==> src/rtl/baro_pressure_temp_compensation_defines.svh <==
// assertion macros shared by the barometer compensation rtl
`ifndef BARO_PRESSURE_TEMP_COMPENSATION_DEFINES_SVH
`define BARO_PRESSURE_TEMP_COMPENSATION_DEFINES_SVH
`ifndef ASSERT_OFF
// same-cycle implication, sampled on clk, off while rst_n is low
`define BPC_ASSERT_IMP(lbl, ante, cons) \
  lbl: assert property (@(posedge clk) disable iff (!rst_n) (ante) |-> (cons)) \
    else $error("bpc assertion failed");
// next-cycle implication, sampled on clk, off while rst_n is low
`define BPC_ASSERT_NXT(lbl, ante, cons) \
  lbl: assert property (@(posedge clk) disable iff (!rst_n) (ante) |=> (cons)) \
    else $error("bpc assertion failed");
`else
`define BPC_ASSERT_IMP(lbl, ante, cons)
`define BPC_ASSERT_NXT(lbl, ante, cons)
`endif
`endif

==> src/rtl/bpc_pkg.sv <==
// types, widths and constants of the barometer compensation pipeline
`timescale 1ns / 1ps
`default_nettype none
package bpc_pkg;

  localparam int RAW_W      = 24;
  localparam int CAL_W      = 16;
  localparam int DT_W       = 25;
  localparam int MUL_W      = 42;
  localparam int DD_W       = 50;
  localparam int TEMP_W     = 19;
  localparam int WIDE_W     = 20;
  localparam int OFF_W      = 35;
  localparam int SENS_W     = 34;
  localparam int T2_W       = 18;
  localparam int SQ_FULL_W  = 40;
  localparam int SQ_W       = 34;
  localparam int CORR2_W    = 38;
  localparam int CORR_W     = 40;
  localparam int SLICE_W    = 20;
  localparam int PL_W       = 44;
  localparam int PH_W       = 45;
  localparam int PROD_W     = 64;
  localparam int Q_W        = 43;
  localparam int X_W        = 44;
  localparam int PRESS_W    = 32;
  localparam int NUM_STAGES = 11;
  localparam int CFG_IDX_W  = 3;
  localparam int CFG_DATA_W = 16;

  localparam int TEMP_SHIFT  = 23;
  localparam int OFF_SHIFT   = 7;
  localparam int SENS_SHIFT  = 8;
  localparam int T2_SHIFT    = 31;
  localparam int C2_SHIFT    = 16;
  localparam int C1_SHIFT    = 15;
  localparam int C5_SHIFT    = 8;
  localparam int PROD_SHIFT  = 21;
  localparam int PRESS_SHIFT = 15;

  localparam logic signed [TEMP_W-1:0] TEMP_BASE = 19'sd2000;
  localparam logic signed [TEMP_W-1:0] TEMP_COLD = -19'sd1500;
  localparam logic [WIDE_W-1:0] BELOW_OFS = 20'd2000;
  localparam logic [WIDE_W-1:0] COLD_OFS  = 20'd1500;

  // configuration register indexes
  localparam logic [CFG_IDX_W-1:0] REG_PRESSURE_SENSITIVITY   = 3'd0;
  localparam logic [CFG_IDX_W-1:0] REG_PRESSURE_OFFSET        = 3'd1;
  localparam logic [CFG_IDX_W-1:0] REG_SENSITIVITY_TEMP_COEFF = 3'd2;
  localparam logic [CFG_IDX_W-1:0] REG_OFFSET_TEMP_COEFF      = 3'd3;
  localparam logic [CFG_IDX_W-1:0] REG_REFERENCE_TEMPERATURE  = 3'd4;
  localparam logic [CFG_IDX_W-1:0] REG_TEMPERATURE_SLOPE      = 3'd5;

  typedef struct packed {
    logic [CAL_W-1:0] pressure_sensitivity;
    logic [CAL_W-1:0] pressure_offset;
    logic [CAL_W-1:0] sensitivity_temp_coeff;
    logic [CAL_W-1:0] offset_temp_coeff;
    logic [CAL_W-1:0] reference_temperature;
    logic [CAL_W-1:0] temperature_slope;
  } cal_t;

  // first-order results
  typedef struct packed {
    logic [RAW_W-1:0]  d1;
    logic [TEMP_W-1:0] temp;
    logic [OFF_W-1:0]  off;
    logic [SENS_W-1:0] sens;
    logic [T2_W-1:0]   t2;
  } fo_t;

  // results after the low-temperature correction
  typedef struct packed {
    logic [RAW_W-1:0]  d1;
    logic [TEMP_W-1:0] temp;
    logic [CORR_W-1:0] off;
    logic [CORR_W-1:0] sens;
  } so_t;

endpackage
`default_nettype wire

==> src/rtl/bpc_pressure.sv <==
// pressure product in two partial products, scaling and offset removal
`timescale 1ns / 1ps
`default_nettype none
module bpc_pressure (
  input  logic                                clk,
  input  logic [4:0]                          en,
  input  bpc_pkg::so_t                        so,
  output logic signed [bpc_pkg::TEMP_W-1:0]   temperature_centi,
  output logic signed [bpc_pkg::PRESS_W-1:0]  pressure_centi_mbar
);
  import bpc_pkg::*;

  // stage 6
  logic [PL_W-1:0]        pl_s6_r;
  logic signed [PH_W-1:0] ph_s6_r;
  logic [CORR_W-1:0]      off_s6_r;
  logic [TEMP_W-1:0]      temp_s6_r;
  // stage 7
  logic [PROD_W-1:0] prod_s7_r;
  logic [PROD_W-1:0] prod_nxt;
  logic [CORR_W-1:0] off_s7_r;
  logic [TEMP_W-1:0] temp_s7_r;
  // stage 8
  logic [Q_W-1:0]    q_s8_r;
  logic [PROD_W-1:0] q_sum;
  logic [CORR_W-1:0] off_s8_r;
  logic [TEMP_W-1:0] temp_s8_r;
  // stage 9
  logic [X_W-1:0]    x_s9_r;
  logic [X_W-1:0]    x_nxt;
  logic [TEMP_W-1:0] temp_s9_r;
  // stage 10
  logic [X_W-1:0]     x_sum;
  logic [PRESS_W-1:0] p_nxt;
  logic [PRESS_W-1:0] p_s10_r;
  logic [TEMP_W-1:0]  temp_s10_r;

  // sensitivity split into an unsigned low slice and a signed high slice
  always_ff @(posedge clk) begin
    if (en[0]) begin
      pl_s6_r   <= so.d1 * so.sens[SLICE_W-1:0];
      ph_s6_r   <= $signed({1'b0, so.d1}) * $signed(so.sens[CORR_W-1:SLICE_W]);
      off_s6_r  <= so.off;
      temp_s6_r <= so.temp;
    end
  end

  // full product stays inside 64 signed bits
  assign prod_nxt = {ph_s6_r[PROD_W-SLICE_W-1:0], {SLICE_W{1'b0}}}
                  + {{(PROD_W-PL_W){1'b0}}, pl_s6_r};

  always_ff @(posedge clk) begin
    if (en[1]) begin
      prod_s7_r <= prod_nxt;
      off_s7_r  <= off_s6_r;
      temp_s7_r <= temp_s6_r;
    end
  end

  assign q_sum = prod_s7_r
               + {{(PROD_W-PROD_SHIFT){1'b0}}, {PROD_SHIFT{prod_s7_r[PROD_W-1]}}};

  always_ff @(posedge clk) begin
    if (en[2]) begin
      q_s8_r    <= q_sum[PROD_W-1:PROD_SHIFT];
      off_s8_r  <= off_s7_r;
      temp_s8_r <= temp_s7_r;
    end
  end

  assign x_nxt = {q_s8_r[Q_W-1], q_s8_r} - {{(X_W-CORR_W){off_s8_r[CORR_W-1]}}, off_s8_r};

  always_ff @(posedge clk) begin
    if (en[3]) begin
      x_s9_r    <= x_nxt;
      temp_s9_r <= temp_s8_r;
    end
  end

  always_comb begin
    x_sum = x_s9_r + {{(X_W-PRESS_SHIFT){1'b0}}, {PRESS_SHIFT{x_s9_r[X_W-1]}}};
    p_nxt = {{(PRESS_W-X_W+PRESS_SHIFT){x_sum[X_W-1]}}, x_sum[X_W-1:PRESS_SHIFT]};
  end

  always_ff @(posedge clk) begin
    if (en[4]) begin
      p_s10_r    <= p_nxt;
      temp_s10_r <= temp_s9_r;
    end
  end

  assign temperature_centi   = $signed(temp_s10_r);
  assign pressure_centi_mbar = $signed(p_s10_r);

endmodule
`default_nettype wire

==> config.mk <==
export PLATFORM = sky130hd
export DESIGN_NAME = bpc_pressure
export DESIGN_NICKNAME = d
export VERILOG_FILES = /design/src/rtl/baro_pressure_temp_compensation_defines.svh /design/src/rtl/bpc_pkg.sv /design/src/rtl/bpc_pressure.sv
export SDC_FILE = /design/constraint.sdc
export NUM_CORES = 2
export LEC_CHECK = 0
export BUFFER_PORTS_ARGS = -buffer_cell sky130_fd_sc_hd__buf_2
export CAP_MARGIN = 20
export CORE_MARGIN = 4
export CORE_UTILIZATION = 58
export CTS_CLUSTER_DIAMETER = 60
export CTS_CLUSTER_SIZE = 14
export DETAILED_ROUTE_END_ITERATION = 8
export PLACE_DENSITY = 0.73
export SLEW_MARGIN = 20
export SYNTH_ARGS = -nofsm -noshare
export SYNTH_HDL_FRONTEND = slang
export SYNTH_SLANG_ARGS = --single-unit
==> constraint.sdc <==
create_clock -name clk -period 14.18 [get_ports clk]
set_input_delay 0.709 -clock clk [delete_from_list [all_inputs] [get_ports clk]]
set_output_delay 0.709 -clock clk [all_outputs]
set_load 0.005 [all_outputs]
# Word-level counts from Yosys, hierarchy flattened
# Cells that the tools add are included.
[totals] in_bits=129 word_cells=20 mem_bits_ro=0 memories=0 ram_bits=0 output_inout_bits=51 reg_bits=483 latch_bits=0
[op_classes] div_mod_pow=0 order_cmp=0 shift=0 n_mul=2 reduce_logical=0 bitwise_logic=0 eq_ne=0 muxes=0 n_addsub=4
[op_table] op="$add 64x21->64" n=1
[op_table] op="$add 64x44->64" n=1
[op_table] op="$add 44x15->44" n=1
[op_table] op="$mul 24x20->44" n=1
[op_table] op="$mul 25x20->44" n=1
[op_table] op="$sub 43x40->44" n=1

# Depth between registers and ports, before layout
[logic_depth] ltp_word=1 depth_mapped=28 depth_no_buf=26

# Least setup slack after synthesis
# OpenSTA, ideal clock, no wires.
[synth_path] kind="input to register" start="in so[116] (netlist name)" end="reg ph_s6_r[42] (data pin)" arrival_ns=6.805 path_buffers=2 setup_slack_ns=7.118 t_required_ns=13.922 stages=26 setup_ns=0.258 path_cell_list="clkbuf_1 nand2_1 fa_1 inv_1 fa_1 inv_1 fa_1 inv_1 fa_1 fa_1 fa_1 inv_1 fa_1 inv_1 ha_1 clkbuf_1 a211oi_1 o21bai_1 a211oi_1 o31a_1 o221ai_1 a211oi_2 o21ai_1 a211o_1 a21oi_1 xnor2_1"
[synth_via] elab_chain_len=1
[synth_lines] item="from (decl)" line_no="bpc_pressure.sv:7" rtl="input bpc_pkg::so_t so,"
[synth_lines] item="$mul 25x20->44" line_no="bpc_pressure.sv:42" rtl="ph_s6_r <= $signed({1'b0, so.d1}) * $signed(so.sens[CORR_W-1:SLICE_W]);"
[synth_lines] item="to (signal assigned)" line_no="bpc_pressure.sv:42"
[synth_lines] item="to (decl)" line_no="bpc_pressure.sv:15" rtl="logic signed [PH_W-1:0] ph_s6_r;"
# No other way between the ends.
# A chain may end at the register's enable or synchronous reset.

# Final worst setup path
[layout_path] start="in so[107] (netlist name)" end="reg pl_s6_r[38] (data pin)"
[layout_via] elab_chain_len=1
[layout_lines] item="$mul 24x20->44" line_no="bpc_pressure.sv:41" rtl="pl_s6_r <= so.d1 * so.sens[SLICE_W-1:0];"
[layout_lines] item="to (signal assigned)" line_no="bpc_pressure.sv:41"
[layout_lines] item="to (decl)" line_no="bpc_pressure.sv:14" rtl="logic [PL_W-1:0] pl_s6_r;"
# No other way between the ends.

==> key figures <==
Place
  – GPL Wtd Cong: 0.901
  – Post-DP Area: 0.0537 mm²
  – HPWL Detailed: 85,100 µm
  – PortBufs: 179

STA
  – FMAX: 0.134 GHz
  – Worst Clk Skew: 0.0172 ns
  – Unrepaired setup endpoints after global routing: no
  – Final worst-path cycle share: 52.8%
  – Final hold vios: 0
  – Setup TNS: 0 ns
  – Worst slew margin: 21.8%
  – Slew @ Worst Pin: 1.17 ns
  – Final min period: 7.48 ns
  – Max-slew violation count: 0
  – Final setup vio count: 0

Logic synthesis
  – Count leader, synth: inv_1
  – Syn_nets: 6,285
  – Sequential area share after synthesis: 27.8%
  – Mapped Area: 0.0521 mm²
  – Asr flop ratio synth: 0%
  – Distinct cells, synth: 71
  – Synth Warn #: 0
  – Mapped Cells: 4,939
  – Synth Register Bits: 483
  – Post-synth top area share: 30.2%
  – Top cell types by occurrence after synthesis: inv_1, fa_1, nand2_1
  – Area leader, netlist: fa_1
  – Top FF cell, synth: edfxtp_1
  – Main area contributors after synthesis: fa_1, edfxtp_1, ha_1
  – Avg Synthesized Cell Area: 10.6 µm²
  – Post-synth EDFFs: 483

Floorplan
  – DIE WIDTH: 308 µm
  – CORE AREA: 0.0888 mm²
  – Die footprint: 0.0947 mm²
  – Die H: 308 µm
  – Cell Rows: 109
  – Initial Utilization: 58.7%
  – IO Count: 180

Worst setup path
  – CP startpoint: so[107]
  – Worst setup EP type: flop
  – Data arrival, critical path: 7.79 ns
  – R2r endpoint: q_s8_r[42]
  – End point of the critical path: pl_s6_r[38]
  – Crit path kind: in -> reg
  – CP required: 14.48 ns
  – Setup crit start kind: primary input
  – Worst reg-to-reg path cell count: 11
  – Crit Path Max Fanout: 40
  – Worst R2R Start: prod_s7_r[63]
  – R2r setup slk: 10.30 ns

Clocking
  – Worst-Skew Late Latency: 0.56 ns
  – Clock root cell: clkbuf_16
  – CTS H-Tree Depth: 2
  – CTS resizes: 0
  – Post-CTS setup buffers: 0
  – TritonCTS clock tree: built
  – Num CTS Buffers: 41
  – Clock sinks: 483
  – CTS max path bufs: 3
  – Post-CTS Hold Buffers: 0
  – Clock slew at reported path FFs: 0.06 ns

GRT
  – Vias in the first global route: 36,000
  – Antenna violations before repair: 1
  – Largest net degree at the start of global routing: 79
  – Global-route wire length before repair: 191,000 µm
  – All-Layer GR Usage: 25.3%
  – GRT overflow: 0

Drt
  – Drt pass-1 iters: 5
  – Remaining DRCs: 0
  – Routed Antenna Nets: 0
  – Initial DRC Count: 2,285
  – Via Count: 34,000
  – WL per Instance: 18.9 µm
  – Post-DR vias/cell: 5.55
  – Final wirelength: 116,000 µm

Cells and area
  – Number of diodes: 0
  – Layout cells sized above 1: 5.48%
  – Final #Nets: 6,299
  – Layout Utilization: 61.8%
  – Area growth, synth to finish: 5.32%
  – Design area: 0.0549 mm²

Flow run
  – Max cap viols: 0

Min path
  – HP Class: in -> reg

Run status
  – Outcome: complete, no violations
## flip-flops by register name, indices dropped and copies added, names as in the netlist, 29 cells and up
register,cells
pl_s6_r,44
ph_s6_r,44
off_s6_r,40
pressure_centi_mbar,29
off_s8_r,40
q_s8_r,43
x_s9_r,44
off_s7_r,40
prod_s7_r,64
## logic make-up after synthesis
family / after synthesis / share of synthesized area, %
compound gates: 480 / 6.03
xor+xnor: 233 / 3.92
fa+ha+maj: 1217 / 40.5
simple gates: 1375 / 13.3
flops: 483 / 27.8
mux: 1 / 0.0192
buf+inv: 1150 / 8.32
## stage by stage
step / setup slack [ns] / hold WS (ns) / cells
after global routing: 6.27 / 0.302 / 6124
after floorplan: 7.12 / 0.400 / 4939
final: 6.70 / 0.330 / 6124
after detailed placement: 6.18 / 0.405 / 6075
after global placement: 6.27 / 0.400 / 6075
after CTS: 6.77 / 0.295 / 6124
## worst min path at each step
| stage | from | to | cells past startpoint |
|---|---|---|---|
| floorplan | off_s6_r[0] | off_s7_r[0] | 0 |
| global placement | temp_s7_r[6] | temp_s8_r[6] | 0 |
| detailed placement | off_s6_r[15] | off_s7_r[15] | 0 |
| CTS | so[82] | temp_s6_r[2] | 1 |
| global route | so[93] | temp_s6_r[13] | 1 |
| finish | so[81] | temp_s6_r[1] | 1 |
## layout by cell type, fill, tap and decap left out, types with 32 or more instances in the layout
| master | n |
|---|---|
| inv_1 | 926 |
| fa_1 | 787 |
| nand2_1 | 578 |
| edfxtp_1 | 483 |
| and2_1 | 467 |
| ha_1 | 430 |
| buf_2 | 175 |
| xnor2_1 | 169 |
| a21oi_1 | 145 |
| a21o_1 | 100 |
| nor2_1 | 83 |
| o21ai_0 | 74 |
| xor2_1 | 64 |
| nand3_1 | 59 |
| clkbuf_16 | 42 |
| nand4_1 | 38 |
| and3_1 | 34 |
| nor2b_1 | 32 |
## layer usage
metal	up-vias	track usage, %	wire (µm)
met2	1276	41.4	54300
met5	-	0	0
met3	204	4.17	9430
met4	0	6.24	2900
met1	17000	35.9	49100
li1	15500	-	-
## layout make-up
class,instances,area [µm²]
clock buffers,43,1050
clock inverters,6,91.3
fillers,7235,33900
inverters,926,3480
multi-input cells,3306,33300
flip-flops and latches,483,14500
well taps,1165,1460
repair buffers,195,1030
## critical path, stage by stage
cell	delay (ns)
buf_2	0.79
and2_1	0.26
fa_1	0.44
fa_1	0.51
inv_1	0.05
fa_1	0.47
inv_1	0.05
fa_1	0.49
inv_1	0.05
fa_1	0.53
inv_1	0.05
fa_1	0.47
inv_1	0.05
fa_1	0.47
inv_1	0.04
ha_1	0.40
nand4_1	0.17
o31ai_2	0.42
a31oi_1	0.25
o31a_1	0.35
o31ai_1	0.25
a21o_1	0.22
a31oi_1	0.12
xnor2_1	0.14
Power is left out: the tool's default activity adds up to more than one toggle a clock period on the data nets, which glitch-free logic cannot reach.
