===== src/rtl/baro_pressure_temp_compensation_defines.svh =====
// assertion macros shared by the barometer compensation rtl
`ifndef BARO_PRESSURE_TEMP_COMPENSATION_DEFINES_SVH
`define BARO_PRESSURE_TEMP_COMPENSATION_DEFINES_SVH
`ifndef ASSERT_OFF
// same-cycle implication, sampled on clk, off while rst_n is low
`define BPC_ASSERT_IMP(lbl, ante, cons) \
  lbl: assert property (@(posedge clk) disable iff (!rst_n) (ante) |-> (cons)) \
    else $error("bpc assertion failed");
// next-cycle implication, sampled on clk, off while rst_n is low
`define BPC_ASSERT_NXT(lbl, ante, cons) \
  lbl: assert property (@(posedge clk) disable iff (!rst_n) (ante) |=> (cons)) \
    else $error("bpc assertion failed");
`else
`define BPC_ASSERT_IMP(lbl, ante, cons)
`define BPC_ASSERT_NXT(lbl, ante, cons)
`endif
`endif


===== src/rtl/bpc_pkg.sv =====
// types, widths and constants of the barometer compensation pipeline
`timescale 1ns / 1ps
`default_nettype none
package bpc_pkg;

  localparam int RAW_W      = 24;
  localparam int CAL_W      = 16;
  localparam int DT_W       = 25;
  localparam int MUL_W      = 42;
  localparam int DD_W       = 50;
  localparam int TEMP_W     = 19;
  localparam int WIDE_W     = 20;
  localparam int OFF_W      = 35;
  localparam int SENS_W     = 34;
  localparam int T2_W       = 18;
  localparam int SQ_FULL_W  = 40;
  localparam int SQ_W       = 34;
  localparam int CORR2_W    = 38;
  localparam int CORR_W     = 40;
  localparam int SLICE_W    = 20;
  localparam int PL_W       = 44;
  localparam int PH_W       = 45;
  localparam int PROD_W     = 64;
  localparam int Q_W        = 43;
  localparam int X_W        = 44;
  localparam int PRESS_W    = 32;
  localparam int NUM_STAGES = 11;
  localparam int CFG_IDX_W  = 3;
  localparam int CFG_DATA_W = 16;

  localparam int TEMP_SHIFT  = 23;
  localparam int OFF_SHIFT   = 7;
  localparam int SENS_SHIFT  = 8;
  localparam int T2_SHIFT    = 31;
  localparam int C2_SHIFT    = 16;
  localparam int C1_SHIFT    = 15;
  localparam int C5_SHIFT    = 8;
  localparam int PROD_SHIFT  = 21;
  localparam int PRESS_SHIFT = 15;

  localparam logic signed [TEMP_W-1:0] TEMP_BASE = 19'sd2000;
  localparam logic signed [TEMP_W-1:0] TEMP_COLD = -19'sd1500;
  localparam logic [WIDE_W-1:0] BELOW_OFS = 20'd2000;
  localparam logic [WIDE_W-1:0] COLD_OFS  = 20'd1500;

  // configuration register indexes
  localparam logic [CFG_IDX_W-1:0] REG_PRESSURE_SENSITIVITY   = 3'd0;
  localparam logic [CFG_IDX_W-1:0] REG_PRESSURE_OFFSET        = 3'd1;
  localparam logic [CFG_IDX_W-1:0] REG_SENSITIVITY_TEMP_COEFF = 3'd2;
  localparam logic [CFG_IDX_W-1:0] REG_OFFSET_TEMP_COEFF      = 3'd3;
  localparam logic [CFG_IDX_W-1:0] REG_REFERENCE_TEMPERATURE  = 3'd4;
  localparam logic [CFG_IDX_W-1:0] REG_TEMPERATURE_SLOPE      = 3'd5;

  typedef struct packed {
    logic [CAL_W-1:0] pressure_sensitivity;
    logic [CAL_W-1:0] pressure_offset;
    logic [CAL_W-1:0] sensitivity_temp_coeff;
    logic [CAL_W-1:0] offset_temp_coeff;
    logic [CAL_W-1:0] reference_temperature;
    logic [CAL_W-1:0] temperature_slope;
  } cal_t;

  // first-order results
  typedef struct packed {
    logic [RAW_W-1:0]  d1;
    logic [TEMP_W-1:0] temp;
    logic [OFF_W-1:0]  off;
    logic [SENS_W-1:0] sens;
    logic [T2_W-1:0]   t2;
  } fo_t;

  // results after the low-temperature correction
  typedef struct packed {
    logic [RAW_W-1:0]  d1;
    logic [TEMP_W-1:0] temp;
    logic [CORR_W-1:0] off;
    logic [CORR_W-1:0] sens;
  } so_t;

endpackage
`default_nettype wire


===== src/rtl/bpc_second_order.sv =====
// low-temperature second-order correction of temperature, offset and sensitivity
`timescale 1ns / 1ps
`default_nettype none
module bpc_second_order (
  input  logic          clk,
  input  logic [2:0]    en,
  input  bpc_pkg::fo_t  fo,
  output bpc_pkg::so_t  so
);
  import bpc_pkg::*;

  // stage 3
  fo_t                         fo_s3_r;
  logic [SQ_W-1:0]             sq_s3_r;
  logic [SQ_W-1:0]             sq2_s3_r;
  logic                        low_s3_r;
  logic                        vcold_s3_r;
  logic [WIDE_W-1:0]           below_nxt;
  logic [WIDE_W-1:0]           cold_nxt;
  logic signed [SQ_FULL_W-1:0] below_sq;
  logic signed [SQ_FULL_W-1:0] cold_sq;
  // stage 4
  fo_t                fo_s4_r;
  logic               low_s4_r;
  logic [CORR2_W-1:0] off2_s4_r;
  logic [CORR2_W-1:0] sens2_s4_r;
  logic [CORR2_W-1:0] five_sq;
  logic [CORR2_W-1:0] seven_sq2;
  logic [CORR2_W-1:0] eleven_sq2;
  logic [CORR2_W-1:0] off2_nxt;
  logic [CORR2_W-1:0] sens2_nxt;
  // stage 5
  so_t               so_r;
  logic [WIDE_W-1:0] temp_corr;

  always_comb begin
    below_nxt = {fo.temp[TEMP_W-1], fo.temp} - BELOW_OFS;
    cold_nxt  = {fo.temp[TEMP_W-1], fo.temp} + COLD_OFS;
    below_sq  = $signed(below_nxt) * $signed(below_nxt);
    cold_sq   = $signed(cold_nxt) * $signed(cold_nxt);
  end

  // squares only matter below the thresholds, where they fit SQ_W bits
  always_ff @(posedge clk) begin
    if (en[0]) begin
      fo_s3_r    <= fo;
      sq_s3_r    <= below_sq[SQ_W-1:0];
      sq2_s3_r   <= cold_sq[SQ_W-1:0];
      low_s3_r   <= $signed(fo.temp) < TEMP_BASE;
      vcold_s3_r <= $signed(fo.temp) < TEMP_COLD;
    end
  end

  always_comb begin
    five_sq    = {4'b0, sq_s3_r} + {2'b0, sq_s3_r, 2'b0};
    seven_sq2  = {1'b0, sq2_s3_r, 3'b0} - {4'b0, sq2_s3_r};
    eleven_sq2 = {1'b0, sq2_s3_r, 3'b0} + {3'b0, sq2_s3_r, 1'b0} + {4'b0, sq2_s3_r};
    off2_nxt   = (five_sq >> 1) + (vcold_s3_r ? seven_sq2 : '0);
    sens2_nxt  = (five_sq >> 2) + (vcold_s3_r ? (eleven_sq2 >> 1) : '0);
  end

  always_ff @(posedge clk) begin
    if (en[1]) begin
      fo_s4_r    <= fo_s3_r;
      low_s4_r   <= low_s3_r;
      off2_s4_r  <= off2_nxt;
      sens2_s4_r <= sens2_nxt;
    end
  end

  assign temp_corr = {fo_s4_r.temp[TEMP_W-1], fo_s4_r.temp} - {2'b0, fo_s4_r.t2};

  always_ff @(posedge clk) begin
    if (en[2]) begin
      so_r.d1 <= fo_s4_r.d1;
      if (low_s4_r) begin
        so_r.temp <= temp_corr[TEMP_W-1:0];
        so_r.off  <= {{(CORR_W-OFF_W){fo_s4_r.off[OFF_W-1]}}, fo_s4_r.off}
                   - {{(CORR_W-CORR2_W){1'b0}}, off2_s4_r};
        so_r.sens <= {{(CORR_W-SENS_W){fo_s4_r.sens[SENS_W-1]}}, fo_s4_r.sens}
                   - {{(CORR_W-CORR2_W){1'b0}}, sens2_s4_r};
      end else begin
        so_r.temp <= fo_s4_r.temp;
        so_r.off  <= {{(CORR_W-OFF_W){fo_s4_r.off[OFF_W-1]}}, fo_s4_r.off};
        so_r.sens <= {{(CORR_W-SENS_W){fo_s4_r.sens[SENS_W-1]}}, fo_s4_r.sens};
      end
    end
  end

  assign so = so_r;

endmodule
`default_nettype wire


===== config.mk =====
export PLATFORM = sky130hd
export DESIGN_NAME = bpc_second_order
export DESIGN_NICKNAME = d
export VERILOG_FILES = /design/src/rtl/baro_pressure_temp_compensation_defines.svh /design/src/rtl/bpc_pkg.sv /design/src/rtl/bpc_second_order.sv
export SDC_FILE = /design/constraint.sdc
export NUM_CORES = 2
export LEC_CHECK = 0
export BUFFER_PORTS_ARGS = -buffer_cell sky130_fd_sc_hd__buf_4
export CAP_MARGIN = 5
export CORE_UTILIZATION = 64
export DETAILED_ROUTE_END_ITERATION = 8
export PLACE_DENSITY = 0.82
export SLEW_MARGIN = 20
export SYNTH_ARGS = -nofsm -noshare
export SYNTH_HDL_FRONTEND = slang
export SYNTH_SLANG_ARGS = --single-unit

===== constraint.sdc =====
create_clock -name clk -period 15 [get_ports clk]
set_input_delay 4.5 -clock clk [delete_from_list [all_inputs] [get_ports clk]]
set_output_delay 4.5 -clock clk [all_outputs]
set_load 0.005 [all_outputs]

Yosys cells after proc, flatten, opt, wreduce, memory -nomap -nowiden
Cells that the tools add are included.
{"block": "totals", "regBits": 530, "out_inout_bits": 123}
{"block": "classes", "n_mux": 3, "n_addsub": 11, "multipliers": 2, "magnitude_cmp": 2}
{"cell": "two-way mux 99 bit", "n": 1}
{"cell": "multiplier 20 x 20 -> 34 bit", "n": 2}
{"cell": "subtractor 34 x 39 -> 40 bit", "n": 1}
{"cell": "subtractor 35 x 39 -> 40 bit", "n": 1}
{"cell": "adder 35 x 37 -> 38 bit", "n": 1}
{"cell": "adder 36 x 38 -> 38 bit", "n": 1}
{"cell": "adder 37 x 35 -> 38 bit", "n": 1}
{"cell": "adder 38 x 34 -> 38 bit", "n": 1}
{"cell": "< comparator 19 x 12 -> 1 bit, second input constant", "n": 2}
{"cell": "two-way mux 38 bit", "n": 1}
{"cell": "subtractor 37 x 34 -> 38 bit", "n": 1}
{"cell": "adder 34 x 36 -> 37 bit", "n": 1}
{"cell": "two-way mux 37 bit", "n": 1}
{"cell": "adder 19 x 12 -> 20 bit, second input constant", "n": 1}
{"cell": "subtractor 19 x 12 -> 20 bit, second input constant", "n": 1}
{"cell": "subtractor 19 bit", "n": 1}

Longest topological paths before layout
{"block": "depth", "depth_word": 4, "depth_mapped": 37, "depth_no_buf": 35}

Worst setup path before layout
OpenSTA, ideal clock, no wires.
{"block": "synth_path", "path_type": "input to register", "startpoint": "input port fo[89] (netlist name)", "endpoint": "register sq2_s3_r[33], data pin", "arrival_time_ps": 12726, "path_buffers": 2, "setup_ps": 265, "setup_slack_ps": 2009, "path_stages": 35, "path_cell_list": "inv_1 > clkbuf_1 > ha_1 > inv_1 > a21o_1 > o41ai_1 > inv_1 > o21ai_1 > xor2_1 > inv_1 > clkbuf_1 > nand2_1 > inv_1 > fa_1 > fa_1 > inv_1 > fa_1 > inv_1 > fa_1 > inv_1 > fa_1 > inv_1 > fa_1 > fa_1 > ha_1 > a21oi_1 > nand2_1 > nor4b_1 > a211oi_1 > o311ai_1 > nand3_1 > a41oi_1 > a21oi_1 > a311oi_1 > xnor2_1"}
{"block": "synth_between", "elab_chain_cells": 2}
{"element": "start, declared", "line": "bpc_second_order.sv:7", "text": "input bpc_pkg::fo_t fo,"}
{"element": "adder 19 x 12 -> 20 bit", "line": "bpc_second_order.sv:38", "text": "cold_nxt = {fo.temp[TEMP_W-1], fo.temp} + COLD_OFS;"}
{"element": "multiplier 20 x 20 -> 34 bit", "line": "bpc_second_order.sv:40", "text": "cold_sq = $signed(cold_nxt) * $signed(cold_nxt);"}
{"element": "net cold_sq[33]", "line": "bpc_second_order.sv:21", "text": "logic signed [SQ_FULL_W-1:0] cold_sq;"}
{"element": "end signal, assigned", "line": "bpc_second_order.sv:48", "text": "sq2_s3_r <= cold_sq[SQ_W-1:0];"}
{"element": "end, declared", "line": "bpc_second_order.sv:15", "text": "logic [SQ_W-1:0] sq2_s3_r;"}
The timed path passes the listed nets, and every way through them passes these cells.
A chain may end at the register's enable or synchronous reset.

Worst setup path after layout
{"block": "layout_path", "startpoint": "input port fo[91] (netlist name)", "endpoint": "register sq2_s3_r[33], data pin"}
The elaborated chain is that of the path after synthesis.

==> run summary <==
status = complete, no violations
clk slew on worst S/H paths = 0.06 ns
largest net degree at the start of global routing = 100
gr ovfl total = 0
crit path DAT = 13.74 ns
fraction of synthesized area in multiplexers = 1.39%
GR Layer Usage met2 = 52.3%
postcts setup bufs = 0
unrepaired setup endpoints after global routing = false
slowest CP cell = xor2_1
CTS buffer count = 53
number of synthesized register bits = 524
Die Wd = 294 um
CP startpoint kind = input pin
max incr delay on CP = 0.76 ns
die area = 86,500 um2
DR vias/cell = 5.75
clk sink count = 524
Synth Area in Compound Gates = 10.6%
Final Net Count = 6,773
fmax = 0.0745 GHz
Layout Skew = 0.0627 ns
die height = 294 um
crit end category = register
Initial Util = 64.9%
Netlist cell types = 108
CTS tree = done
DR WL/cell = 19.2 um
Req. time, crit path = 15.31 ns
Post-Route WL = 128,000 um
Slew headroom = 24.1%
first-pass GRT wire length = 207,000 um
Post-Synthesis Cells = 5,227
number of max-cap violations = 0
Final Cycle Share = 89.5%
register area share after synthesis = 28.8%
Most used DFF post-synth = edfxtp_1
DP HPWL = 102,000 um
Starting DRT DRC Count = 2,569
drt pass-1 iters = 6
latest clock arrival within the worst-skew pair = 0.64 ns
asr flop ratio synth = 0%
YS warnings = 0
Worst Hold Class = register to register
initial antenna violation count = 2
total global-route track usage = 30.4%
Avg Inst Size Synth = 10.4 um2
fillers = 5,999
hold_buf cts = 0
vias = 38,275
worst-path maximum fanout = 20
row count = 106
Max Buffers Root-to-Sink = 3
main combinational cell family by area after synthesis = adder cells
vias in the first global route = 40,367
Final ANT Viol Nets = 0
met1 Use GR = 38.2%
H-tree depth = 2
worst setup path category = input pin to register
area delta synth->final = 9.18%
Adder-Cell Fraction of Synth Area = 36.1%
M3 GR Usage = 4.46%
Fin. Hold Viols = 0
GP Congestion = 0.972
IO Pins = 257
Post-Synth XOR/XNOR Area = 5.39%
Slew Limit Fails = 0
Post-route DRC = 0
Final setup viols = 0
PortBufs = 256
Least-Margin Pin Slew = 1.13 ns
Crit path top cell by count = fa_1
Clock Tree Root = clkbuf_16
Netlist Area Pre-Place = 54,600 um2
Setup TNS Final = 0 ns
layout cell share with drive strength beyond 1 = 9.37%
number of synthesized flops with an enable pin = 524
crit path time final = 13.43 ns
Core Area = 84,100 um2
post-synthesis simple-gate area fraction = 9.73%
post-CTS sizing = 0
gr busiest metal = met2
## sequential cells by signal (all words and copies together), names as in the netlist
signal and flops:
fo_s4_r 130, vcold_s3_r 1, fo_s3_r 130, sq2_s3_r 32
low_s4_r 1, sens2_s4_r 37, low_s3_r 1, sq_s3_r 31
off2_s4_r 38, so 123
## cells in the mapped netlist (18+ instances only)
master	instances	area, um2
inv_1	1058	3970
clkbuf_1	76	285
ha_1	454	5680
nand2_1	303	1140
a211oi_1	38	285
fa_1	700	14000
nor2b_1	40	250
or3_1	23	144
nor2_1	370	1390
o211ai_1	25	188
nand4_1	18	113
and3_1	25	156
nand3_1	55	275
o21ai_0	147	736
mux2_2	60	676
xnor2_1	241	2110
a21o_1	88	661
a21oi_1	253	1270
and2_1	87	544
nand2b_1	68	425
a31oi_1	30	188
xor2_1	95	832
nor3_1	71	355
o21bai_1	35	263
edfxtp_1	524	15700
o21a_1	59	443
## cell usage in the layout, fill, tap and decap left out, types with 55 or more instances in the layout
cell,Yosys,routed
ha_1,454,454
a21o_1,88,88
mux2_2,60,60
and2_1,87,87
o21a_1,59,59
xor2_1,95,95
fa_1,700,700
nor2_1,370,370
edfxtp_1,524,524
nor3_1,71,71
nand3_1,55,55
xnor2_1,241,239
nand2b_1,68,68
inv_1,1058,1058
nand2_1,303,303
a21oi_1,253,253
o21ai_0,147,147
buf_4,0,290
## per-layer routing
layer | vias up | wire length (um)
met5 | - | 0
met4 | 0 | 5800
met3 | 332 | 9770
met2 | 1505 | 62400
met1 | 18702 | 49900
li1 | 17736 | -
## cell type report
class                   count  area [um2]  area share [%]
multi-input cells        3547       34500            57.9
clock buffers              61        1380            2.31
repair buffers            292        2210            3.70
inverters                1067        4010            6.72
clock inverters            35         352           0.590
well taps                1134        1420            2.38
diodes                      1        2.50         0.00420
flip-flops and latches    524       15700            26.4
## stage by stage
stage | setup slack [ns] | area (um2) | hold slack (ns) | util, % | std cells
2_1_floorplan | 2.01 | 54600 | 0.400 | - | 5228
3_3_place_gp | 1.45 | 57900 | 0.400 | 68.8 | 6564
3_5_place_dp | 1.10 | 57900 | 0.405 | 68.8 | 6564
4_1_cts | 1.70 | 59600 | 0.389 | 70.9 | 6660
5_1_grt | 1.06 | 59600 | 0.398 | 70.9 | 6660
6_report | 1.57 | 59600 | 0.391 | 70.9 | 6661
## worst paths after layout
kind	start	to	slack [ns]	cells after the start
worst max-delay path	fo[91]	sq2_s3_r[33]$_DFFE_PP_	1.57	29
worst min-delay path	fo_s3_r[49]$_DFFE_PP_	fo_s4_r[49]$_DFFE_PP_	0.39	0
worst max register to register	sq2_s3_r[2]$_DFFE_PP_	off2_s4_r[37]$_DFFE_PP_	8.46	21
worst min register to register	fo_s3_r[49]$_DFFE_PP_	fo_s4_r[49]$_DFFE_PP_	0.39	0
## cells by family after synthesis
logic type      after synthesis
compound gates              860
xor+xnor                    336
fa+ha+maj                  1154
buf+inv                    1157
flops                       524
mux                          68
other cells                   1
simple gates               1127
## worst max-delay path: cells and delay by family
family                   cells  cell delay, ns
XOR/XNOR                     2            0.88
adder cells (fa/ha/maj)      9            4.11
buffers and inverters        6            1.40
AO/OA/AOI/OAI                8            1.88
AND/OR/NAND/NOR              4            0.95
Power is left out: the tool's default activity adds up to more than one toggle a clock period on the data nets, which glitch-free logic cannot reach.
