[config.mk]
export PLATFORM = sky130hd
export DESIGN_NAME = bpc_pipe_ctrl
export DESIGN_NICKNAME = d
export VERILOG_FILES = /design/src/rtl/bpc_pkg.sv /design/src/rtl/bpc_pipe_ctrl.sv
export VERILOG_INCLUDE_DIRS = /design/src /design/src/rtl
export SDC_FILE = /design/constraint.sdc
export NUM_CORES = 1
export LEC_CHECK = 0
export ABC_AREA = 1
export BUFFER_PORTS_ARGS = -buffer_cell sky130_fd_sc_hd__buf_2
export CORE_MARGIN = 2
export CORE_UTILIZATION = 25
export DETAILED_ROUTE_END_ITERATION = 10
export HOLD_SLACK_MARGIN = 0.05
export SYNTH_ARGS = -nofsm -noshare
export SYNTH_HDL_FRONTEND = slang
export SYNTH_SLANG_ARGS = --single-unit
[constraint.sdc]
create_clock -name clk -period 3.85 [get_ports clk]
set_input_delay 1.155 -clock clk [delete_from_list [all_inputs] [get_ports clk]]
set_output_delay 1.155 -clock clk [all_outputs]
set_load 0.02 [all_outputs]
[src/rtl/baro_pressure_temp_compensation_defines.svh]
// assertion macros shared by the barometer compensation rtl
`ifndef BARO_PRESSURE_TEMP_COMPENSATION_DEFINES_SVH
`define BARO_PRESSURE_TEMP_COMPENSATION_DEFINES_SVH
`ifndef ASSERT_OFF
// same-cycle implication, sampled on clk, off while rst_n is low
`define BPC_ASSERT_IMP(lbl, ante, cons) \
  lbl: assert property (@(posedge clk) disable iff (!rst_n) (ante) |-> (cons)) \
    else $error("bpc assertion failed");
// next-cycle implication, sampled on clk, off while rst_n is low
`define BPC_ASSERT_NXT(lbl, ante, cons) \
  lbl: assert property (@(posedge clk) disable iff (!rst_n) (ante) |=> (cons)) \
    else $error("bpc assertion failed");
`else
`define BPC_ASSERT_IMP(lbl, ante, cons)
`define BPC_ASSERT_NXT(lbl, ante, cons)
`endif
`endif

[src/rtl/bpc_pkg.sv]
// types, widths and constants of the barometer compensation pipeline
`timescale 1ns / 1ps
`default_nettype none
package bpc_pkg;

  localparam int RAW_W      = 24;
  localparam int CAL_W      = 16;
  localparam int DT_W       = 25;
  localparam int MUL_W      = 42;
  localparam int DD_W       = 50;
  localparam int TEMP_W     = 19;
  localparam int WIDE_W     = 20;
  localparam int OFF_W      = 35;
  localparam int SENS_W     = 34;
  localparam int T2_W       = 18;
  localparam int SQ_FULL_W  = 40;
  localparam int SQ_W       = 34;
  localparam int CORR2_W    = 38;
  localparam int CORR_W     = 40;
  localparam int SLICE_W    = 20;
  localparam int PL_W       = 44;
  localparam int PH_W       = 45;
  localparam int PROD_W     = 64;
  localparam int Q_W        = 43;
  localparam int X_W        = 44;
  localparam int PRESS_W    = 32;
  localparam int NUM_STAGES = 11;
  localparam int CFG_IDX_W  = 3;
  localparam int CFG_DATA_W = 16;

  localparam int TEMP_SHIFT  = 23;
  localparam int OFF_SHIFT   = 7;
  localparam int SENS_SHIFT  = 8;
  localparam int T2_SHIFT    = 31;
  localparam int C2_SHIFT    = 16;
  localparam int C1_SHIFT    = 15;
  localparam int C5_SHIFT    = 8;
  localparam int PROD_SHIFT  = 21;
  localparam int PRESS_SHIFT = 15;

  localparam logic signed [TEMP_W-1:0] TEMP_BASE = 19'sd2000;
  localparam logic signed [TEMP_W-1:0] TEMP_COLD = -19'sd1500;
  localparam logic [WIDE_W-1:0] BELOW_OFS = 20'd2000;
  localparam logic [WIDE_W-1:0] COLD_OFS  = 20'd1500;

  // configuration register indexes
  localparam logic [CFG_IDX_W-1:0] REG_PRESSURE_SENSITIVITY   = 3'd0;
  localparam logic [CFG_IDX_W-1:0] REG_PRESSURE_OFFSET        = 3'd1;
  localparam logic [CFG_IDX_W-1:0] REG_SENSITIVITY_TEMP_COEFF = 3'd2;
  localparam logic [CFG_IDX_W-1:0] REG_OFFSET_TEMP_COEFF      = 3'd3;
  localparam logic [CFG_IDX_W-1:0] REG_REFERENCE_TEMPERATURE  = 3'd4;
  localparam logic [CFG_IDX_W-1:0] REG_TEMPERATURE_SLOPE      = 3'd5;

  typedef struct packed {
    logic [CAL_W-1:0] pressure_sensitivity;
    logic [CAL_W-1:0] pressure_offset;
    logic [CAL_W-1:0] sensitivity_temp_coeff;
    logic [CAL_W-1:0] offset_temp_coeff;
    logic [CAL_W-1:0] reference_temperature;
    logic [CAL_W-1:0] temperature_slope;
  } cal_t;

  // first-order results
  typedef struct packed {
    logic [RAW_W-1:0]  d1;
    logic [TEMP_W-1:0] temp;
    logic [OFF_W-1:0]  off;
    logic [SENS_W-1:0] sens;
    logic [T2_W-1:0]   t2;
  } fo_t;

  // results after the low-temperature correction
  typedef struct packed {
    logic [RAW_W-1:0]  d1;
    logic [TEMP_W-1:0] temp;
    logic [CORR_W-1:0] off;
    logic [CORR_W-1:0] sens;
  } so_t;

endpackage
`default_nettype wire

[src/rtl/bpc_pipe_ctrl.sv]
// valid bits and per-stage load enables of the compensation pipeline
`timescale 1ns / 1ps
`default_nettype none
`include "baro_pressure_temp_compensation_defines.svh"
module bpc_pipe_ctrl (
  input  logic                            clk,
  input  logic                            rst_n,
  input  logic                            in_valid,
  output logic                            in_stall,
  output logic                            out_valid,
  input  logic                            out_stall,
  output logic [bpc_pkg::NUM_STAGES-1:0]  en
);
  import bpc_pkg::*;

  logic [NUM_STAGES-1:0] v_r;
  logic [NUM_STAGES-1:0] v_nxt;
  logic [NUM_STAGES:0]   rdy;
  logic [NUM_STAGES-1:0] held;
  logic                  in_acc;
  logic                  out_acc;

  // a stage takes a new item when empty or when the one above moves on
  always_comb begin
    rdy[NUM_STAGES] = !out_stall;
    for (int k = NUM_STAGES - 1; k >= 0; k--) begin
      rdy[k] = !v_r[k] || rdy[k+1];
    end
  end

  always_comb begin
    for (int k = 0; k < NUM_STAGES; k++) begin
      if (rdy[k]) begin
        v_nxt[k] = (k == 0) ? in_valid : v_r[(k == 0) ? 0 : k - 1];
      end else begin
        v_nxt[k] = v_r[k];
      end
    end
  end

  always_ff @(posedge clk) begin
    if (!rst_n) begin
      v_r <= '0;
    end else begin
      v_r <= v_nxt;
    end
  end

  assign en        = rdy[NUM_STAGES-1:0];
  assign in_stall  = !rdy[0];
  assign out_valid = v_r[NUM_STAGES-1];
  assign in_acc    = in_valid && rdy[0];
  assign out_acc   = v_r[NUM_STAGES-1] && !out_stall;
  assign held      = v_r & ~rdy[NUM_STAGES:1];

  // input back-pressure only with every stage occupied
  `BPC_ASSERT_IMP(a_stall_full, in_stall, &v_r)
  // a stage that cannot move on keeps its item
  `BPC_ASSERT_NXT(a_held_keep, |held, (v_r & $past(held)) == $past(held))
  // items in flight change only by accepts and deliveries
  `BPC_ASSERT_NXT(a_count, 1'b1,
    ($countones(v_r) + $past(out_acc)) == ($past($countones(v_r)) + $past(in_acc)))

endmodule
`default_nettype wire

# [Yosys cells after proc, flatten, opt, wreduce, memory -nomap -nowiden]
# Index checks and enable logic that the tools add are counted.
[op_classes] n_reduce_logical=24
[ops] operator="logical NOT 1 bit" n=13
[ops] operator="logical OR 1 bit" n=11
[word_totals] reg_bits=11 inputBits=4 output_inout_bits=13

# [Longest topological paths before layout]
# Gate-level depths: netlist of run 1.
[depth] word_depth=13 depth_mapped=6

# [Least setup slack after synthesis of run 1]
# No wires, ideal clock.
[synth_path] path_kind="input to output" start="input out_stall" end="output in_stall" t_arrival_ns=2.202 t_required_ns=2.695 setup_slack_ns=0.493 path_stages=6 n_path_buf=0 path_cell_list="nand4_4 nor2_4 nand4_4 nor2_8 nand4_4 inv_1"
[synth_between] elab_chain_cells=13
[synth_rtl] item="start: declaration" line="bpc_pipe_ctrl.sv:11" rtl="input logic out_stall,"
[synth_rtl] item="logical NOT 1 bit"
[synth_rtl] item="logical OR 1 bit (7 in a row)" line="bpc_pipe_ctrl.sv:27" rtl="rdy[k] = !v_r[k] || rdy[k+1];"
[synth_rtl] item="named net en, one bit" line="bpc_pipe_ctrl.sv:12" rtl="output logic [bpc_pkg::NUM_STAGES-1:0] en"
[synth_rtl] item="logical OR 1 bit (4 in a row)" line="bpc_pipe_ctrl.sv:27"
[synth_rtl] item="named net en, one bit" line="bpc_pipe_ctrl.sv:12"
[synth_rtl] item="logical NOT 1 bit" line="bpc_pipe_ctrl.sv:50" rtl="assign in_stall = !rdy[0];"
[synth_rtl] item="end: declaration" line="bpc_pipe_ctrl.sv:9" rtl="output logic in_stall,"
# The timed path passes the listed nets, and every way through them passes these cells.

# [Worst setup path after layout of run 1]
[layout_path] start="input out_stall" end="output in_stall"
[layout_between] elab_chain_cells=13
[layout_rtl] item="logical NOT 1 bit"
[layout_rtl] item="logical OR 1 bit (11 in a row)" line="bpc_pipe_ctrl.sv:27"
[layout_rtl] item="logical NOT 1 bit" line="bpc_pipe_ctrl.sv:50"
# No other way between the ends.

==> results of run 1 <==
-- layer usage --
metal	vias to the layer above	routed length, um
met5	-	0
met4	0	0
met3	0	70
met2	16	390
met1	166	331
li1	195	-
-- cell usage in the layout, fill, tap and decap left out, drive strengths merged --
cell type	instances
buf	16
dfxtp	11
nor2	6
nand4	3
nand2	3
nand3	3
a21oi	9
inv	13
clkbuf	4
-- cell type report --
cell class	count	share of cell area, %
Timing Repair Buffer	16	13.28
Sequential cell	11	36.51
Clock buffer	4	4.357
Tap cell	25	5.187
Multi-Input combinational cell	24	32.57
Inverter	13	8.091
-- worst min-delay path, stage by stage, from the launching register on --
cell and delay [ns]:
dfxtp_1 0.33, inv_1 0.05, a21oi_1 0.05
-- Yosys cell counts --
library cell  count  area share [%]
nand4_4           3              14
inv_1            13              10
nand2_2           1             1.3
nand3_1           2             2.1
dfxtp_1          11              47
clkbuf_1          1            0.80
nand2_1           2             1.6
nor2_1            4             3.2
nor2_4            1             2.4
nor2_8            1             4.3
a21oi_2           2             3.7
nand3_2           1             2.1
a21oi_1           7             7.5
-- logic make-up after synthesis --
family / Yosys count / share of synthesized area [%]
compound gates: 9 / 11.20
buf+inv: 14 / 11.20
flops: 11 / 46.93
simple gates: 15 / 30.67
-- final timing paths --
| check | startpoint | endpoint | slack [ns] | cells after the start |
|---|---|---|---|---|
| min reg2reg | v_r[4] | v_r[5] | 0.48 | 2 |
| min | v_r[4] | v_r[5] | 0.48 | 2 |
| max reg2reg | v_r[9] | v_r[0] | 2.57 | 6 |
| max | out_stall | in_stall | 0.50 | 8 |
-- power by group through the flow --
stage	Sequential (mW)	Clock (mW)	Combinational [mW]
global route	0.118	0.0880	0.00713
global placement	0.120	0	0.00644
floorplan	0.120	0	0.00393
CTS	0.117	0.0823	0.00656
detailed placement	0.120	0	0.00656
finish	0.117	0.0766	0.00629
-- per-stage QoR --
| step | utilization, % | total power, mW | area (um^2) |
|---|---|---|---|
| final | 34.55 | 0.2002 | 603.1 |
| after global routing | 34.55 | 0.2128 | 603.1 |
| after CTS | 34.55 | 0.2063 | 603.1 |
| after detailed placement | 33.05 | 0.1266 | 576.8 |
| after global placement | 33.05 | 0.1265 | 576.8 |
| after floorplan | - | 0.1237 | 469.2 |
==> flow_summary_export.csv, run 1 <==
group,metric,value,unit
clock_network,clkSinkCount,11,
global_routing,grt_pass1_vias,319,
setup_path,worstPathCellList,"buf_2 > nand4_4 > nor2_4 > nand4_4 > nor2_8 > nand4_4 > inv_1 > buf_2",
synthesis,synth-seq-cells,11,
timing,worst_slew_pin_slew,0.3606,ns
timing,drv_slew,0,
timing,fin_ws,0.4958,ns
die,start_util,26.88,%
global_routing,grt_max_degree,12,
outcome,status,"finished, final reports clean",
die,core,1745,um^2
pwr,irDropWorstVdd,0.1426,mV
setup_path,crit_top_cell,"nand4_4",
clock_network,numCtsBuffers,3,
synthesis,syn-num-nets,53,
timing,slew_headroom,75.93,%
pwr,p_sw,0.04251,mW
setup_path,cp.buffers_inverters,3,
timing,finalSetupTns,0,ns
setup_path,slowest_delay,0.17,ns
place,dpl_worst_slack,0.4789,ns
setup_path,critical_path_class,"in2out",
global_routing,grt-busiest-layer,"met2",
routing,first_iter_violations,1,
setup_path,slowest_stage,"nor2_4",
place,gp_congestion,0.6470,
setup_path,crit_required,2.69,ns
die,die_y,47.32,um
die,ios,17,
timing,finalSetupViolations,0,
pwr,p_seq_share,58.6,%
synthesis,synth.cell_area,469.2,um^2
place,dp_hpwl,628.8,um
timing,holdWs,0.4833,ns
setup_path,worst_setup_path_end_kind,"output pin",
routing,viasPerCell,4.054,
routing,wl_per_cell,8.516,um
pwr,swShare,21.23,%
timing,timing.final.crit_share,87.12,%
pwr,powerDensity,332.0,nW/um^2
clock_network,cts_resized,0,
timing,fmax,0.2981,GHz
die,dieArea,2239,um^2
setup_path,cp_data_arrival_time,2.20,ns
final_layout,final_nets,73,
die,rows,15,
timing,finalClockSkew,0.0005237,ns
clock_network,cts_root_buf,"clkbuf_4",
clock_network,post_cts_buffers,0,
final_layout,multi_input_area,196.4,um^2
synthesis,syn_area_per_cell,9.576,um^2
pwr,p_leak,0.2778,nW
place,dpl.cell_count,89,
global_routing,track_usage,8.885,%
final_layout,instances_no_fill,93,
timing,final_hold_viol_count,0,
routing,remaining_drc_errors,0,
global_routing,antenna_found_initial,0,
clock_network,cts_hold_buf,0,
global_routing,grtUsageMet3,6.923,%
timing,min_period,3.354,ns
synthesis,synthCells,49,
min_path,hold_path.class,"reg2reg",
clock_network,cts.htree.levels,1,
timing,rsz0062_at_grt,"false",
synthesis,synth_seq_area_share,46.93,%
routing,drt-total-wl,792,um
synthesis,ys_types,13,
final_layout,layout-drive-gt1-share,41.18,%
final_layout,area_growth_syn_to_layout,28.53,%
global_routing,grt-ovfl-total,0,
synthesis,yosysWarnings,0,
global_routing,met1_usage,8.314,%
routing,final_antenna_net_count,0,
global_routing,grt_pass1_wl,1.269,mm
final_layout,largest_register_ffs,11,
final_layout,n_antenna_cell,0,
place,port-buffer-count,16,
final_layout,regArea,220.2,um^2
pwr,p_int,0.1577,mW
routing,drt_first_pass_iters,2,
clock_network,cts.clk_slew.worst_paths,0.07,ns
clock_network,cts_tree,"built",
final_layout,fill_cells,195,
pwr,power_frac_clock,38.2,%
clock_network,clock_latency,0.26,ns
setup_path,cp_top_family,"simple AND/OR/NAND/NOR gates",
pwr,pwr-share-comb,3.1,%
final_layout,largest_register,"v_r",
setup_path,path_max_fanout,5,
clock_network,clockBufferDepth,2,
die,dieWidth,47.32,um
global_routing,grtUsageMet2,13.78,%
final_layout,largest_registers,"v_r (11)",
setup_path,start_kind,"input port",
routing,num_vias,377,
flow_run,drv_cap,0,
No activity file was read; power rests on OpenSTA's default activity.
==> run 2: changes to the inputs <==
CAP_MARGIN = 20   (was not set)
clock period = 3.4 ns   (was 3.85 ns; I/O delays follow)
==> run 2 against run 1 <==
  * Non-clock buffer count is the same
  * Critical path type unchanged
  * Sequential power grew 14%
  * Sequential share of layout area is the same
  * Flip-flop and latch count is the same
  * Utilization is the same
  * Design area is the same
==> flow_summary_export.csv, run 2 (synthesis results as in run 1) <==
group,metric,value,unit
outcome,status,"finished, final reports clean",
setup_path,cp_top_family,"simple AND/OR/NAND/NOR gates",
pwr,irDropWorstVdd,0.1615,mV
routing,first_iter_violations,3,
final_layout,area_growth_syn_to_layout,28.53,%
clock_network,cts_root_buf,"clkbuf_4",
setup_path,worst_setup_path_end_kind,"output pin",
final_layout,layout-drive-gt1-share,41.18,%
clock_network,clockBufferDepth,2,
setup_path,cp.buffers_inverters,3,
die,dieWidth,47.32,um
die,core,1745,um^2
timing,finalSetupTns,0,ns
pwr,p_leak,0.2778,nW
setup_path,path_max_fanout,5,
final_layout,largest_register,"v_r",
clock_network,post_cts_buffers,0,
setup_path,start_kind,"input port",
pwr,powerDensity,378.3,nW/um^2
routing,drt-total-wl,804,um
clock_network,cts.htree.levels,1,
final_layout,n_antenna_cell,0,
final_layout,largest_register_ffs,11,
global_routing,grt_pass1_vias,301,
final_layout,final_nets,73,
global_routing,antenna_found_initial,0,
setup_path,slowest_stage,"nor2_4",
timing,worst_slew_pin_slew,0.3813,ns
final_layout,largest_registers,"v_r (11)",
setup_path,crit_required,2.38,ns
die,dieArea,2239,um^2
die,start_util,26.88,%
clock_network,cts.clk_slew.worst_paths,0.07,ns
timing,fmax,0.3247,GHz
timing,min_period,3.080,ns
setup_path,slowest_delay,0.17,ns
timing,holdWs,0.4827,ns
global_routing,grt-ovfl-total,0,
routing,final_antenna_net_count,0,
timing,rsz0062_at_grt,"false",
final_layout,layout_common_cells,"buf_2 (16), inv_1 (13), dfxtp_1 (11), a21oi_1 (7), nor2_1 (4)",
timing,final_hold_viol_count,0,
min_path,hold_path.class,"reg2reg",
place,gp_congestion,0.6351,
clock_network,clkSinkCount,11,
clock_network,numCtsBuffers,3,
routing,drt_first_pass_iters,3,
routing,remaining_drc_errors,0,
global_routing,grt_max_degree,12,
routing,num_vias,369,
global_routing,grt_pass1_wl,1.248,mm
setup_path,worstPathCellList,"buf_2 > nand4_4 > nor2_4 > nand4_4 > nor2_8 > nand4_4 > inv_1 > buf_2",
clock_network,cts_resized,0,
global_routing,track_usage,8.496,%
timing,finalSetupViolations,0,
place,dp_hpwl,612.3,um
final_layout,final_common_cell,"buf_2",
timing,finalClockSkew,0.003563,ns
clock_network,clock_latency,0.26,ns
die,ios,17,
timing,timing.final.crit_share,90.59,%
setup_path,cp_data_arrival_time,2.06,ns
die,rows,15,
timing,slew_headroom,74.56,%
routing,viasPerCell,3.968,
flow_run,drv_cap,0,
clock_network,cts_hold_buf,0,
timing,drv_slew,0,
clock_network,cts_tree,"built",
place,port-buffer-count,16,
setup_path,critical_path_class,"in2out",
routing,wl_per_cell,8.645,um
die,die_y,47.32,um
setup_path,crit_top_cell,"nand4_4",
[run 2: cell counts in the layout (fill, tap and decap cells not counted)]
No cell type changed its count.
[run 2: worst register-to-register path, cell delays in order, from the launching register on]
cell	delay, ns
dfxtp_1	0.40
nand4_4	0.13
nor2_4	0.17
nand4_4	0.14
nor2_8	0.16
nand4_4	0.10
a21oi_2	0.12
[run 2: final timing paths]
| check | start | to | slack (ns) | cells after the start |
|---|---|---|---|---|
| setup / recovery | out_stall | in_stall | 0.32 | 8 |
| hold / removal | v_r[4] | v_r[5] | 0.48 | 2 |
| setup reg to reg | v_r[9] | v_r[0] | 2.11 | 6 |
| hold reg to reg | v_r[4] | v_r[5] | 0.48 | 2 |
[run 2: area by class of cell]
| class | count | area (um^2) |
|---|---|---|
| clock buffer | 4 | 26.28 |
| fill | 203 | 1142 |
| inverter | 13 | 48.80 |
| multi-input combinational | 24 | 196.4 |
| sequential | 11 | 220.2 |
| tap | 25 | 31.28 |
| timing repair buffer | 16 | 80.08 |
[run 2: metrics by stage]
stage | setup WS, ns | util, % | power, mW | instance area (um^2) | cells
after floorplan | 0.3129 | - | 0.1400 | 469.2 | 49
after global placement | 0.3218 | 33.05 | 0.1431 | 576.8 | 89
after detailed placement | 0.3047 | 33.05 | 0.1433 | 576.8 | 89
after CTS | 0.2993 | 34.55 | 0.2323 | 603.1 | 93
after global routing | 0.2195 | 34.55 | 0.2385 | 603.1 | 93
final | 0.3198 | 34.55 | 0.2281 | 603.1 | 93
[run 2: power breakdown]
part	internal, mW	switching (mW)	total [mW]
combinational	0.00254	0.00464	0.00718
sequential	0.131	0.00227	0.133
clock	0.0454	0.0427	0.0880
total	0.179	0.0496	0.228
[run 2: metal layers]
layer  wire length (um)  global-route usage [%]
met1                385                   9.469
met2                328                   11.89
met3                 63                   4.615
met4                 26                   6.667
met5                  0                       0
==> run 3: changes to the inputs <==
clock period = 3.7 ns   (was 3.4 ns; I/O delays follow)
==> run 3 against run 2 <==
  * Hold slack improved by 0.0023 ns
  * Non-clock buffer count stayed put
  * Sequential power fell by 8%
  * Utilization stayed put
  * Clock skew down 0.0031 ns
==> flow_summary_export.csv, run 3 (synthesis results as in run 1) <==
group,metric,value,unit
routing,num_vias,363,
routing,viasPerCell,3.903,
setup_path,crit_required,2.59,ns
timing,finalSetupTns,0,ns
routing,remaining_drc_errors,0,
timing,drv_slew,0,
final_layout,area_growth_syn_to_layout,28.53,%
outcome,status,"finished, final reports clean",
global_routing,grt-ovfl-total,0,
pwr,power_frac_clock,37.9,%
global_routing,antenna_found_initial,0,
pwr,finalPower,0.2072,mW
place,gp_congestion,0.6361,
timing,rsz0062_at_grt,"false",
final_layout,stdcell_area,603.1,um^2
setup_path,critical_path_class,"in2out",
timing,worst_slew_pin_slew,0.3792,ns
final_layout,n_antenna_cell,0,
final_layout,largest_registers,"v_r (11)",
pwr,powerDensity,343.6,nW/um^2
place,dp_hpwl,591.6,um
place,dpl.cell_count,89,
routing,first_iter_violations,4,
die,dieWidth,47.32,um
clock_network,post_cts_buffers,0,
die,die_y,47.32,um
clock_network,cts_root_buf,"clkbuf_4",
pwr,pwr-share-comb,3.2,%
pwr,p_sw,0.04312,mW
clock_network,cts.clk_slew.worst_paths,0.06,ns
clock_network,cts_tree,"built",
clock_network,clock_latency,0.26,ns
timing,fmax,0.3063,GHz
final_layout,layout-drive-gt1-share,41.18,%
clock_network,cts_resized,0,
final_layout,largest_register_ffs,11,
final_layout,final_nets,73,
final_layout,final_common_cell,"buf_2",
flow_run,drv_cap,0,
place,port-buffer-count,16,
die,core,1745,um^2
setup_path,cp_data_arrival_time,2.16,ns
clock_network,cts_hold_buf,0,
timing,slew_headroom,74.69,%
global_routing,grt_pass1_wl,1.262,mm
final_layout,largest_register,"v_r",
timing,min_period,3.265,ns
final_layout,instances_no_fill,93,
pwr,p_int,0.1641,mW
final_layout,fin_util,34.55,%
clock_network,clkSinkCount,11,
final_layout,fill_cells,198,
pwr,p_seq_share,58.9,%
die,rows,15,
routing,final_antenna_net_count,0,
final_layout,layout_common_cells,"buf_2 (16), inv_1 (13), dfxtp_1 (11), a21oi_1 (7), nor2_1 (4)",
clock_network,clockBufferDepth,2,
die,start_util,26.88,%
pwr,swShare,20.81,%
timing,finalSetupViolations,0,
setup_path,regToRegSetupSlack,2.41,ns
setup_path,start_kind,"input port",
timing,finalClockSkew,0.0004250,ns
global_routing,grt_max_degree,12,
pwr,irDropWorstVdd,0.1564,mV
routing,drt_first_pass_iters,3,
setup_path,path_max_fanout,5,
global_routing,track_usage,8.730,%
timing,final_hold_viol_count,0,
min_path,hold_path.class,"reg2reg",
clock_network,numCtsBuffers,3,
setup_path,worst_setup_path_end_kind,"output pin",
die,dieArea,2239,um^2
die,ios,17,
place,dpl_cell_area,576.8,um^2
timing,timing.final.crit_share,88.25,%
routing,wl_per_cell,8.376,um
clock_network,cts.htree.levels,1,
pwr,p_leak,0.2778,nW
global_routing,grt_pass1_vias,310,
routing,drt-total-wl,779,um
[run 3: power by group through the flow]
stage / sequential, mW / clock, mW / combinational [mW]
after floorplan: 0.125 / 0 / 0.00409
after global placement: 0.125 / 0 / 0.00667
after detailed placement: 0.125 / 0 / 0.00678
after CTS: 0.122 / 0.0840 / 0.00678
after global routing: 0.122 / 0.0891 / 0.00775
final: 0.122 / 0.0785 / 0.00661
[run 3: layer usage]
layer | GRT usage [%] | part of all wire [%] | vias up
met5 | 0 | 0 | -
met4 | 3.333 | 0 | 0
met3 | 6.923 | 10 | 0
met2 | 12.43 | 45 | 16
met1 | 9.700 | 45 | 153
li1 | - | - | 194
[run 3: path summary, 6_finish.rpt]
| path | end | cells past startpoint | from |
|---|---|---|---|
| worst min register to register | v_r[5] | 2 | v_r[4] |
| worst min-delay path | v_r[5] | 2 | v_r[4] |
| worst max register to register | v_r[0] | 6 | v_r[10] |
| worst max-delay path | in_stall | 8 | out_stall |
[run 3: area by class of cell]
| type | instances | area, um^2 | share of cell area (%) |
|---|---|---|---|
| multi-input cells | 24 | 196.4 | 32.57 |
| flip-flops and latches | 11 | 220.2 | 36.51 |
| clock buffers | 4 | 26.28 | 4.357 |
| well taps | 25 | 31.28 | 5.187 |
| inverters | 13 | 48.80 | 8.091 |
| repair buffers | 16 | 80.08 | 13.28 |
[run 3: worst max-delay path: stages]
cell and delay, ns:
buf_2 0.12, nand4_4 0.13, nor2_4 0.18, nand4_4 0.15
nor2_8 0.16, nand4_4 0.10, inv_1 0.07, buf_2 0.15
[run 3: stage by stage]
step	setup WS [ns]	hold slack [ns]
floorplan	0.4329	0.4645
global placement	0.4321	0.4735
detailed placement	0.4193	0.4765
CTS	0.4193	0.4871
global route	0.3571	0.5075
finish	0.4348	0.4850
